## src/design/mmm_pkg.sv

```systemverilog
// Shared types, codes and helpers for the matrix multiply block.
package mmm_pkg;

    localparam int CFG_BITS       = 4;
    localparam int CFG_INDEX_BITS = 4;
    localparam int SUM_BITS       = 40;
    localparam int POS_BITS       = 3;
    localparam int OP_BITS        = 2;
    localparam int IDX_BITS       = 6;
    localparam int QUEUE_DEPTH    = 2;

    localparam logic [OP_BITS-1:0] OP_LOAD_A  = 2'd0;
    localparam logic [OP_BITS-1:0] OP_LOAD_B  = 2'd1;
    localparam logic [OP_BITS-1:0] OP_COMPUTE = 2'd2;

    localparam logic [CFG_INDEX_BITS-1:0] REG_ROWS_A      = 4'd0;
    localparam logic [CFG_INDEX_BITS-1:0] REG_COLS_RESULT = 4'd1;
    localparam logic [CFG_INDEX_BITS-1:0] REG_INNER_LEN   = 4'd2;
    localparam logic [CFG_INDEX_BITS-1:0] REG_TRANSPOSE_B = 4'd3;

    typedef struct packed {
        logic [CFG_BITS-1:0] rows_a;
        logic [CFG_BITS-1:0] cols_result;
        logic [CFG_BITS-1:0] inner_len;
        logic                transpose_b;
    } cfg_t;

    // 0 acts as 1, anything above the limit acts as the limit
    function automatic logic [CFG_BITS-1:0] clamp_dim(input logic [CFG_BITS-1:0] d,
                                                      input logic [CFG_BITS-1:0] dmax);
        logic [CFG_BITS-1:0] r;
        if (d == '0)
            r = CFG_BITS'(1);
        else if (d > dmax)
            r = dmax;
        else
            r = d;
        return r;
    endfunction

endpackage

```

## src/design/mmm_queue.sv

```systemverilog
// Two-entry queue between the front and back parts.
module mmm_queue
    import mmm_pkg::*;
#(
    parameter int WIDTH = 24
)
(
    input  logic             clk,
    input  logic             rst_n,
    input  logic             wr_valid,
    output logic             wr_ready,
    input  logic [WIDTH-1:0] wr_data,
    output logic             rd_valid,
    input  logic             rd_ready,
    output logic [WIDTH-1:0] rd_data
);

    localparam int PTR_W = $clog2(QUEUE_DEPTH);
    localparam int CNT_W = $clog2(QUEUE_DEPTH + 1);

    logic [WIDTH-1:0] mem_reg [QUEUE_DEPTH];
    logic [PTR_W-1:0] wr_ptr_reg, wr_ptr_next;
    logic [PTR_W-1:0] rd_ptr_reg, rd_ptr_next;
    logic [CNT_W-1:0] count_reg, count_next;
    logic             push, pop;

    assign wr_ready = (count_reg != CNT_W'(QUEUE_DEPTH));
    assign rd_valid = (count_reg != '0);
    assign rd_data  = mem_reg[rd_ptr_reg];
    assign push     = wr_valid && wr_ready;
    assign pop      = rd_valid && rd_ready;

    always_comb
    begin
        wr_ptr_next = wr_ptr_reg;
        rd_ptr_next = rd_ptr_reg;
        count_next  = count_reg;
        if (push)
            wr_ptr_next = (wr_ptr_reg == PTR_W'(QUEUE_DEPTH - 1)) ? '0 : wr_ptr_reg + 1'b1;
        if (pop)
            rd_ptr_next = (rd_ptr_reg == PTR_W'(QUEUE_DEPTH - 1)) ? '0 : rd_ptr_reg + 1'b1;
        if (push && !pop)
            count_next = count_reg + 1'b1;
        else if (pop && !push)
            count_next = count_reg - 1'b1;
    end

    always_ff @(posedge clk or negedge rst_n)
    begin
        if (!rst_n)
        begin
            wr_ptr_reg <= '0;
            rd_ptr_reg <= '0;
            count_reg  <= '0;
        end
        else
        begin
            wr_ptr_reg <= wr_ptr_next;
            rd_ptr_reg <= rd_ptr_next;
            count_reg  <= count_next;
        end
    end

    always_ff @(posedge clk)
    begin
        if (push)
            mem_reg[wr_ptr_reg] <= wr_data;
    end

endmodule

```

## src/design/mmm_front.sv

```systemverilog
// Input side: accepts beats, drops ignored ones, queues loads and computes.
module mmm_front
    import mmm_pkg::*;
#(
    parameter int MAX_DIM   = 8,
    parameter int ELEM_BITS = 16
)
(
    input  cfg_t                 cfg,
    input  logic                 in_valid,
    output logic                 in_ready,
    input  logic [OP_BITS-1:0]   in_op,
    input  logic [IDX_BITS-1:0]  in_index,
    input  logic [ELEM_BITS-1:0] in_value,
    output logic                 q_valid,
    input  logic                 q_ready,
    output logic [OP_BITS+$clog2(MAX_DIM*MAX_DIM)+ELEM_BITS-1:0] q_data
);

    localparam int ADDR_W = $clog2(MAX_DIM * MAX_DIM);

    typedef struct packed {
        logic [OP_BITS-1:0]   kind;
        logic [ADDR_W-1:0]    addr;
        logic [ELEM_BITS-1:0] value;
    } entry_t;

    logic [CFG_BITS-1:0]   ni, nj, nk;
    logic [2*CFG_BITS-1:0] size_a, size_b;
    logic                  keep;
    entry_t                entry;

    assign ni     = clamp_dim(cfg.rows_a, CFG_BITS'(MAX_DIM));
    assign nj     = clamp_dim(cfg.cols_result, CFG_BITS'(MAX_DIM));
    assign nk     = clamp_dim(cfg.inner_len, CFG_BITS'(MAX_DIM));
    assign size_a = ni * nk;
    assign size_b = nk * nj;

    always_comb
    begin
        unique case (in_op)
            OP_LOAD_A:  keep = (2*CFG_BITS)'(in_index) < size_a;
            OP_LOAD_B:  keep = (2*CFG_BITS)'(in_index) < size_b;
            OP_COMPUTE: keep = 1'b1;
            default:    keep = 1'b0;
        endcase
    end

    // an in-range index is below MAX_DIM squared, so the address cut is lossless
    assign entry.kind  = in_op;
    assign entry.addr  = ADDR_W'(in_index);
    assign entry.value = in_value;

    // dropped beats are taken only when the queue could take them anyway
    assign in_ready = q_ready;
    assign q_valid  = in_valid && keep;
    assign q_data   = entry;

endmodule

```

## src/design/mmm_back.sv

```systemverilog
// Execution side: element stores, MAC sequencer, product pipeline, result register.
module mmm_back
    import mmm_pkg::*;
#(
    parameter int MAX_DIM   = 8,
    parameter int ELEM_BITS = 16
)
(
    input  logic                 clk,
    input  logic                 rst_n,
    input  cfg_t                 cfg,
    input  logic                 q_valid,
    output logic                 q_ready,
    input  logic [OP_BITS+$clog2(MAX_DIM*MAX_DIM)+ELEM_BITS-1:0] q_data,
    output logic                 out_valid,
    input  logic                 out_ready,
    output logic [SUM_BITS-1:0]  out_sum,
    output logic [POS_BITS-1:0]  out_row,
    output logic [POS_BITS-1:0]  out_col,
    output logic                 out_last
);

    localparam int ADDR_W = $clog2(MAX_DIM * MAX_DIM);
    localparam int DEPTH  = MAX_DIM * MAX_DIM;
    localparam int DIM_W  = $clog2(MAX_DIM);
    localparam int PROD_W = 2 * ELEM_BITS;

    typedef struct packed {
        logic [OP_BITS-1:0]   kind;
        logic [ADDR_W-1:0]    addr;
        logic [ELEM_BITS-1:0] value;
    } entry_t;

    typedef struct packed {
        logic             first;
        logic             last_k;
        logic             last_elem;
        logic [DIM_W-1:0] row;
        logic [DIM_W-1:0] col;
    } tag_t;

    entry_t entry;

    logic [ELEM_BITS-1:0] a_mem [DEPTH];
    logic [ELEM_BITS-1:0] b_mem [DEPTH];

    logic [CFG_BITS-1:0] ni, nj, nk;
    logic [DIM_W-1:0]    ni_last, nj_last, nk_last;

    logic             busy_reg, busy_next;
    logic [DIM_W-1:0] i_reg, i_next, j_reg, j_next, k_reg, k_next;
    logic             advance;
    logic [ADDR_W-1:0] a_addr, b_addr;
    tag_t             tag0;

    logic                     p1_valid_reg, p2_valid_reg;
    tag_t                     p1_tag_reg, p2_tag_reg;
    logic signed [ELEM_BITS-1:0] rd_a_reg, rd_b_reg;
    logic signed [PROD_W-1:0] prod_reg;
    logic signed [SUM_BITS-1:0] prod_ext, acc_reg, acc_next;

    logic                out_valid_reg, out_valid_next;
    logic [SUM_BITS-1:0] out_sum_reg;
    logic [POS_BITS-1:0] out_row_reg, out_col_reg;
    logic                out_last_reg;
    logic                emit;

    assign entry = q_data;

    assign ni      = clamp_dim(cfg.rows_a, CFG_BITS'(MAX_DIM));
    assign nj      = clamp_dim(cfg.cols_result, CFG_BITS'(MAX_DIM));
    assign nk      = clamp_dim(cfg.inner_len, CFG_BITS'(MAX_DIM));
    assign ni_last = DIM_W'(ni - 1'b1);
    assign nj_last = DIM_W'(nj - 1'b1);
    assign nk_last = DIM_W'(nk - 1'b1);

    // next item is taken once the previous compute has issued all its reads
    assign q_ready = !busy_reg;
    // whole pipeline freezes while a finished result waits to be taken
    assign advance = !out_valid_reg || out_ready;

    assign a_addr = ADDR_W'(i_reg * nk + CFG_BITS'(k_reg));
    assign b_addr = cfg.transpose_b ? ADDR_W'(j_reg * nk + CFG_BITS'(k_reg))
                                    : ADDR_W'(k_reg * nj + CFG_BITS'(j_reg));

    assign tag0.first     = (k_reg == '0);
    assign tag0.last_k    = (k_reg == nk_last);
    assign tag0.last_elem = (i_reg == ni_last) && (j_reg == nj_last);
    assign tag0.row       = i_reg;
    assign tag0.col       = j_reg;

    always_comb
    begin
        busy_next = busy_reg;
        i_next    = i_reg;
        j_next    = j_reg;
        k_next    = k_reg;
        if (!busy_reg)
        begin
            if (q_valid && entry.kind == OP_COMPUTE)
            begin
                busy_next = 1'b1;
                i_next    = '0;
                j_next    = '0;
                k_next    = '0;
            end
        end
        else if (advance)
        begin
            if (k_reg == nk_last)
            begin
                k_next = '0;
                if (j_reg == nj_last)
                begin
                    j_next = '0;
                    if (i_reg == ni_last)
                        busy_next = 1'b0;
                    else
                        i_next = i_reg + 1'b1;
                end
                else
                    j_next = j_reg + 1'b1;
            end
            else
                k_next = k_reg + 1'b1;
        end
    end

    always_ff @(posedge clk or negedge rst_n)
    begin
        if (!rst_n)
        begin
            busy_reg <= 1'b0;
            i_reg    <= '0;
            j_reg    <= '0;
            k_reg    <= '0;
        end
        else
        begin
            busy_reg <= busy_next;
            i_reg    <= i_next;
            j_reg    <= j_next;
            k_reg    <= k_next;
        end
    end

    // stores: one write port, one registered read port each
    always_ff @(posedge clk)
    begin
        if (q_valid && !busy_reg && entry.kind == OP_LOAD_A)
            a_mem[entry.addr] <= entry.value;
        if (advance)
            rd_a_reg <= a_mem[a_addr];
    end

    always_ff @(posedge clk)
    begin
        if (q_valid && !busy_reg && entry.kind == OP_LOAD_B)
            b_mem[entry.addr] <= entry.value;
        if (advance)
            rd_b_reg <= b_mem[b_addr];
    end

    always_ff @(posedge clk)
    begin
        if (advance)
        begin
            p1_tag_reg <= tag0;
            p2_tag_reg <= p1_tag_reg;
            prod_reg   <= rd_a_reg * rd_b_reg;
        end
    end

    // wider products wrap modulo 2^40, narrower ones sign-extend
    assign prod_ext = SUM_BITS'(prod_reg);
    assign acc_next = p2_tag_reg.first ? prod_ext : acc_reg + prod_ext;
    assign emit     = advance && p2_valid_reg && p2_tag_reg.last_k;

    always_ff @(posedge clk)
    begin
        if (advance && p2_valid_reg)
            acc_reg <= acc_next;
        if (emit)
        begin
            out_sum_reg  <= acc_next;
            out_row_reg  <= POS_BITS'(p2_tag_reg.row);
            out_col_reg  <= POS_BITS'(p2_tag_reg.col);
            out_last_reg <= p2_tag_reg.last_elem;
        end
    end

    always_comb
    begin
        out_valid_next = out_valid_reg;
        if (emit)
            out_valid_next = 1'b1;
        else if (out_ready)
            out_valid_next = 1'b0;
    end

    always_ff @(posedge clk or negedge rst_n)
    begin
        if (!rst_n)
        begin
            p1_valid_reg  <= 1'b0;
            p2_valid_reg  <= 1'b0;
            out_valid_reg <= 1'b0;
        end
        else
        begin
            if (advance)
            begin
                p1_valid_reg <= busy_reg;
                p2_valid_reg <= p1_valid_reg;
            end
            out_valid_reg <= out_valid_next;
        end
    end

    assign out_valid = out_valid_reg;
    assign out_sum   = out_sum_reg;
    assign out_row   = out_row_reg;
    assign out_col   = out_col_reg;
    assign out_last  = out_last_reg;

endmodule

```

## src/design/matrix_matrix_multiply.sv

```systemverilog
// Top level of the fixed-point dense matrix multiply block.
//
//  channel  | direction | signals                                 | content
//  ---------+-----------+-----------------------------------------+--------------------------
//  s_*      | in        | s_tvalid s_tready s_tdata s_tuser       | load A/B element, compute
//  m_*      | out       | m_tvalid m_tready m_tdata m_tlast       | one result element per beat
//  cfg_*    | in        | cfg_valid cfg_ready cfg_index cfg_data  | dimension/transpose regs
//
// A compute steps through the clamped rows_a*cols_result*inner_len products on the
// single multiplier; each passes registered read, multiply and accumulate stages.
// Items pass through a two-entry queue in front of the sequencer.
// Reset clears control state and sets the dimensions to 8, transpose off; element stores
// are undefined until loaded. While a result waits on m_tready the whole MAC pipeline
// holds; input stalls when the queue is full.
module matrix_matrix_multiply
    import mmm_pkg::*;
#(
    parameter int MAX_DIM   = 8,
    parameter int ELEM_BITS = 16
)
(
    input  logic                      clk,
    input  logic                      rst_n,
    input  logic                      s_tvalid,
    output logic                      s_tready,
    // [5:0] elem_index, [6+ELEM_BITS-1:6] elem_value, zero fill above
    input  logic [((IDX_BITS+ELEM_BITS+7)/8)*8-1:0] s_tdata,
    // [1:0] op
    input  logic [OP_BITS-1:0]        s_tuser,
    output logic                      m_tvalid,
    input  logic                      m_tready,
    // [39:0] sum_value, [42:40] out_row, [45:43] out_col, [47:46] zero
    output logic [47:0]               m_tdata,
    output logic                      m_tlast,
    input  logic                      cfg_valid,
    output logic                      cfg_ready,
    input  logic [CFG_INDEX_BITS-1:0] cfg_index,
    input  logic [CFG_BITS-1:0]       cfg_data
);

    localparam int ENTRY_W = OP_BITS + $clog2(MAX_DIM * MAX_DIM) + ELEM_BITS;

    cfg_t                cfg_reg;
    logic                f_valid, f_ready;
    logic [ENTRY_W-1:0]  f_data;
    logic                b_valid, b_ready;
    logic [ENTRY_W-1:0]  b_data;
    logic [SUM_BITS-1:0] sum_value;
    logic [POS_BITS-1:0] out_row, out_col;

    assign cfg_ready = 1'b1;

    always_ff @(posedge clk or negedge rst_n)
    begin
        if (!rst_n)
        begin
            cfg_reg.rows_a      <= CFG_BITS'(8);
            cfg_reg.cols_result <= CFG_BITS'(8);
            cfg_reg.inner_len   <= CFG_BITS'(8);
            cfg_reg.transpose_b <= 1'b0;
        end
        else if (cfg_valid)
        begin
            unique case (cfg_index)
                REG_ROWS_A:      cfg_reg.rows_a      <= cfg_data;
                REG_COLS_RESULT: cfg_reg.cols_result <= cfg_data;
                REG_INNER_LEN:   cfg_reg.inner_len   <= cfg_data;
                REG_TRANSPOSE_B: cfg_reg.transpose_b <= cfg_data[0];
                default:         ;
            endcase
        end
    end

    mmm_front #(
        .MAX_DIM   (MAX_DIM),
        .ELEM_BITS (ELEM_BITS)
    ) u_front (
        .cfg      (cfg_reg),
        .in_valid (s_tvalid),
        .in_ready (s_tready),
        .in_op    (s_tuser),
        .in_index (s_tdata[IDX_BITS-1:0]),
        .in_value (s_tdata[IDX_BITS+ELEM_BITS-1:IDX_BITS]),
        .q_valid  (f_valid),
        .q_ready  (f_ready),
        .q_data   (f_data)
    );

    mmm_queue #(
        .WIDTH (ENTRY_W)
    ) u_queue (
        .clk      (clk),
        .rst_n    (rst_n),
        .wr_valid (f_valid),
        .wr_ready (f_ready),
        .wr_data  (f_data),
        .rd_valid (b_valid),
        .rd_ready (b_ready),
        .rd_data  (b_data)
    );

    mmm_back #(
        .MAX_DIM   (MAX_DIM),
        .ELEM_BITS (ELEM_BITS)
    ) u_back (
        .clk       (clk),
        .rst_n     (rst_n),
        .cfg       (cfg_reg),
        .q_valid   (b_valid),
        .q_ready   (b_ready),
        .q_data    (b_data),
        .out_valid (m_tvalid),
        .out_ready (m_tready),
        .out_sum   (sum_value),
        .out_row   (out_row),
        .out_col   (out_col),
        .out_last  (m_tlast)
    );

    assign m_tdata = {2'b00, out_col, out_row, sum_value};

endmodule

```

## config.mk

```make
export PLATFORM = sky130hd
export DESIGN_NAME = matrix_matrix_multiply
export DESIGN_NICKNAME = d
export VERILOG_FILES = /design/src/design/mmm_pkg.sv /design/src/design/mmm_queue.sv /design/src/design/mmm_front.sv /design/src/design/mmm_back.sv /design/src/design/matrix_matrix_multiply.sv
export SDC_FILE = /design/constraint.sdc
export NUM_CORES = 2
export LEC_CHECK = 0
export CAP_MARGIN = 20
export CORE_MARGIN = 2
export CORE_UTILIZATION = 35
export CTS_CLUSTER_DIAMETER = 120
export CTS_CLUSTER_SIZE = 40
export DETAILED_ROUTE_END_ITERATION = 8
export DONT_BUFFER_PORTS = 1
export SKIP_CTS_REPAIR_TIMING = 1
export SLEW_MARGIN = 20
export SYNTH_ARGS = -nofsm -noshare
export SYNTH_HDL_FRONTEND = slang
export SYNTH_SLANG_ARGS = --single-unit
```

## constraint.sdc

```tcl
create_clock -name clk -period 9.43 [get_ports clk]
set_input_delay 0.4715 -clock clk [delete_from_list [all_inputs] [get_ports clk]]
set_output_delay 0.4715 -clock clk [all_outputs]
set_load 0.01 [all_outputs]
```

==> results.txt <==
* Status: completed
- Dividing the detail-routed via count by the number of cells gives 5.27.
* Total routing resource utilization after global routing: 15.8%
- The layout has 26,500 filler cells.
* Syn Std Cell Area: 102,000 µm²
- Averaged over all synthesized cells, the footprint is 18.1 µm².
- The area growth from synthesis to layout is 7.74%.
- Setup repair after global routing left no endpoint under its margin.
- After detailed routing, the average wire length per cell comes to 24.7 µm.
* Warnings from Yosys: 0
* Classification of the worst setup path: reg -> reg
- Hold violation count in the final report: 0
- In the synthesized netlist, the number of instances is 5,632.
- The biggest area contributor in the post-synthesis netlist is sky130_fd_sc_hd__edfxtp_1.
- Effective utilization at floorplan: 35.1%
* Via count of the first global-routing pass: 51,300
* Number of antenna violations at the first check in global routing: 8
* Setup Total Neg Slack: 0 ns
- Among all flip-flop cells after synthesis, the most frequent one is sky130_fd_sc_hd__edfxtp_1.
- The H-tree generated during clock tree synthesis spans 3 levels.
- The clock net in this run drives a total of 2,295 sinks.
* Crit end category: flip-flop
- The worst path uses 73.2% of the clock period.
* Antenna Violating Nets Remaining: 0
* Cell Rows: 198
* Final setup violation count: 0
- The floorplan step defined a die boundary enclosing 295,000 µm².
- Counting the buffers created by CTS gives 69.
- In this run the horizontal extent of the chip is 544 µm.
- After clock tree synthesis, the clock-pin slew on the worst setup and hold paths is 0.14 ns.
* Clock latency on the worst-skew pair: 0.78 ns
* Total gr overflow: 0
* Largest net degree at the start of global routing: 129
* Reg-to-reg critical path startpoint: u_back.rd_b_reg[4]
- In this run the worst path has a maximum fanout of 16.
- Pins Over Slew Limit: 0
- Final routed DRC violation total: 0
- Sorting the synthesized cells by area gives the leading types as sky130_fd_sc_hd__edfxtp_1 (67%), sky130_fd_sc_hd__mux4_2 (13%), sky130_fd_sc_hd__fa_1 (5.6%), sky130_fd_sc_hd__ha_1 (2.4%), sky130_fd_sc_hd__nand2_1 (1.6%).
* Final Net Count: 6,182
- sky130_fd_sc_hd__edfxtp_1 is the most common cell in the netlist.
* Synthesis-stage register bit count: 2,295
* Count of TritonRoute iterations in the first routing pass: 6
* Vias after detailed routing: 50,500
- Ordered list of cells on the worst path: nand2_1, inv_1, fa_1, fa_1, inv_1, fa_1, fa_1, inv_1, fa_1, inv_1, fa_1, inv_1, ha_1, o21a_1, o21a_1, o21ai_1, nor2_1, a311o_1, a21o_1, and4_1, or3_1
- The number of cells on the worst reg-to-reg path is 21.
* Highest-delay cell along the critical path: sky130_fd_sc_hd__edfxtp_1
- The most critical setup path has its startpoint at u_back.rd_b_reg[4].
- Register-to-register setup slack: 2.53 ns
- The floorplan step set the die height to 544 µm.
- Share of synthesized registers carrying an async set or reset: 1.31%
- The endpoint identified for the worst register-to-register timing path is u_back.prod_reg[28].
- The most critical setup path has its endpoint at u_back.prod_reg[28].
* Arrival time of the worst setup path: 7.43 ns
- Required time of the worst setup path: 9.96 ns
* Sequential fraction of the synthesis area: 67.5%
- Fraction of layout cells with a size suffix above 1: 16.4%
* Worst min path class: in -> reg
- Max-capacitance violation count: 0
- Category of the worst setup path launch point: flip-flop
* Root Buffer: sky130_fd_sc_hd__clkbuf_16
* Post-detailed-routing wire length: 236,000 µm
* Routability congestion estimate: 0.839
- Number of port buffers: 0
- Maximum single-stage delay on the critical path: 0.79 ns
* Number of DRC violations after detailed-routing iteration 0: 5,369
- Post-route minimum period: 6.90 ns
- Placeable core region: 290,000 µm²
* Setup clock skew after layout: 0.0778 ns
- For the pin with the worst max-slew slack, the measured transition is 1.19 ns.
- The clock passes through at most 3 buffers.
- Number of enable-type register cells in the synthesized netlist: 2,265
- In this run the tightest slew margin relative to its limit is 21.0%.
* TritonCTS clock tree: yes
- By instance count, the cell type seen most on the critical path is sky130_fd_sc_hd__fa_1.
* Portion of synthesized cell area occupied by the leading cell type: 66.8%
- Max frequency: 145 MHz
- Most instantiated cells after synthesis: sky130_fd_sc_hd__edfxtp_1 (2,265), sky130_fd_sc_hd__mux4_2 (576), sky130_fd_sc_hd__nand2_1 (426), sky130_fd_sc_hd__inv_1 (390), sky130_fd_sc_hd__fa_1 (283)
* Top-level I/O count: 91
- The first global-routing pass estimated 348,000 µm of wire.
- Placed wire-length estimate after detailed placement: 145,000 µm
- Unique masters post-synth: 82
-- worst max-delay path, delay by kind of cell, from the launching register on --
family | cells | cell delay [ns]
AO/OA/AOI/OAI | 5 | 1.11
adder cells (fa/ha/maj) | 7 | 3.29
buffers and inverters | 5 | 0.63
flip-flops | 1 | 0.79
AND/OR/NAND/NOR | 4 | 0.85
-- stage by stage --
step | cells | worst slack [ns] | hold slack [ns] | cell area (µm²) | utilization [%]
2_1_floorplan | 5633 | 3.07 | 0.176 | 102000 | -
3_3_place_gp | 9463 | 2.48 | 0.177 | 107000 | 37.0
3_5_place_dp | 9463 | 2.51 | 0.177 | 107000 | 37.0
4_1_cts | 9547 | 2.50 | -0.692 | 109000 | 37.7
5_1_grt | 9581 | 2.17 | 0.0135 | 110000 | 37.8
6_report | 9583 | 2.53 | 0.0567 | 110000 | 37.8
-- cell usage in the layout (no fill, tap or decap), types with 19 or more instances in the layout --
cell	instances
sky130_fd_sc_hd__a21oi_1	86
sky130_fd_sc_hd__mux2i_1	21
sky130_fd_sc_hd__o211ai_1	25
sky130_fd_sc_hd__a311oi_1	19
sky130_fd_sc_hd__fa_1	282
sky130_fd_sc_hd__xor2_1	29
sky130_fd_sc_hd__a211oi_1	99
sky130_fd_sc_hd__o21ai_0	70
sky130_fd_sc_hd__mux4_2	576
sky130_fd_sc_hd__nor2b_1	26
sky130_fd_sc_hd__ha_1	191
sky130_fd_sc_hd__dlygate4sd3_1	31
sky130_fd_sc_hd__clkbuf_16	70
sky130_fd_sc_hd__xnor2_1	63
sky130_fd_sc_hd__nand2b_1	25
sky130_fd_sc_hd__dfrtp_1	26
sky130_fd_sc_hd__a21o_1	35
sky130_fd_sc_hd__buf_4	170
sky130_fd_sc_hd__edfxtp_1	2265
sky130_fd_sc_hd__nand2_1	426
sky130_fd_sc_hd__nand3_1	33
sky130_fd_sc_hd__inv_1	389
sky130_fd_sc_hd__a31oi_1	37
sky130_fd_sc_hd__nor2_1	218
sky130_fd_sc_hd__and2_1	174
-- cell families (layout without fill, tap and decap cells) --
group,after synthesis,count (layout),share of synthesized area (%)
AOI/OAI and AO/OA,496,496,3.36
muxes,634,634,13.3
buffers and inverters,648,695,2.57
xor gates and xnor gates,95,95,0.824
DFF,2295,2295,67.5
adders and majority gates,476,476,7.93
other,2,6,0.00737
and+or+nand+nor,986,986,4.46
-- cell type report --
type | count | area (µm²) | area share (%)
Clock buffer | 70 | 1750 | 1.60
Inverter | 394 | 1480 | 1.35
Tap cell | 3900 | 4880 | 4.45
Sequential cell | 2295 | 68800 | 62.7
Clock inverter | 14 | 251 | 0.229
Antenna cell | 3 | 7.51 | 0.00684
Multi-Input combinational cell | 2690 | 30700 | 28.0
Timing Repair Buffer | 217 | 1890 | 1.72
-- metal layers --
layer | share of wire, % | global-route usage, % | up-vias
met4 | 2.3 | 3.64 | 2
met2 | 49 | 26.2 | 1519
li1 | - | - | 21600
met1 | 43 | 22.2 | 27200
met5 | 0.0055 | 0 | -
met3 | 5.9 | 2.12 | 214
-- how the worst min path moves through the flow --
stage,startpoint,end,slack [ns],cells after the start
after floorplan,rst_n,cfg_reg[0],0.18,0
after global placement,rst_n,u_queue.wr_ptr_reg,0.18,0
after detailed placement,rst_n,u_queue.count_reg[1],0.18,0
after CTS,rst_n,u_queue.count_reg[1],-0.69,0
after global routing,m_tready,u_back.prod_reg[17],0.01,1
final,cfg_index[0],cfg_reg[4],0.06,2
Power is not shown: default switching activity piles up to over one toggle a cycle in this logic, so the estimate is an artifact.
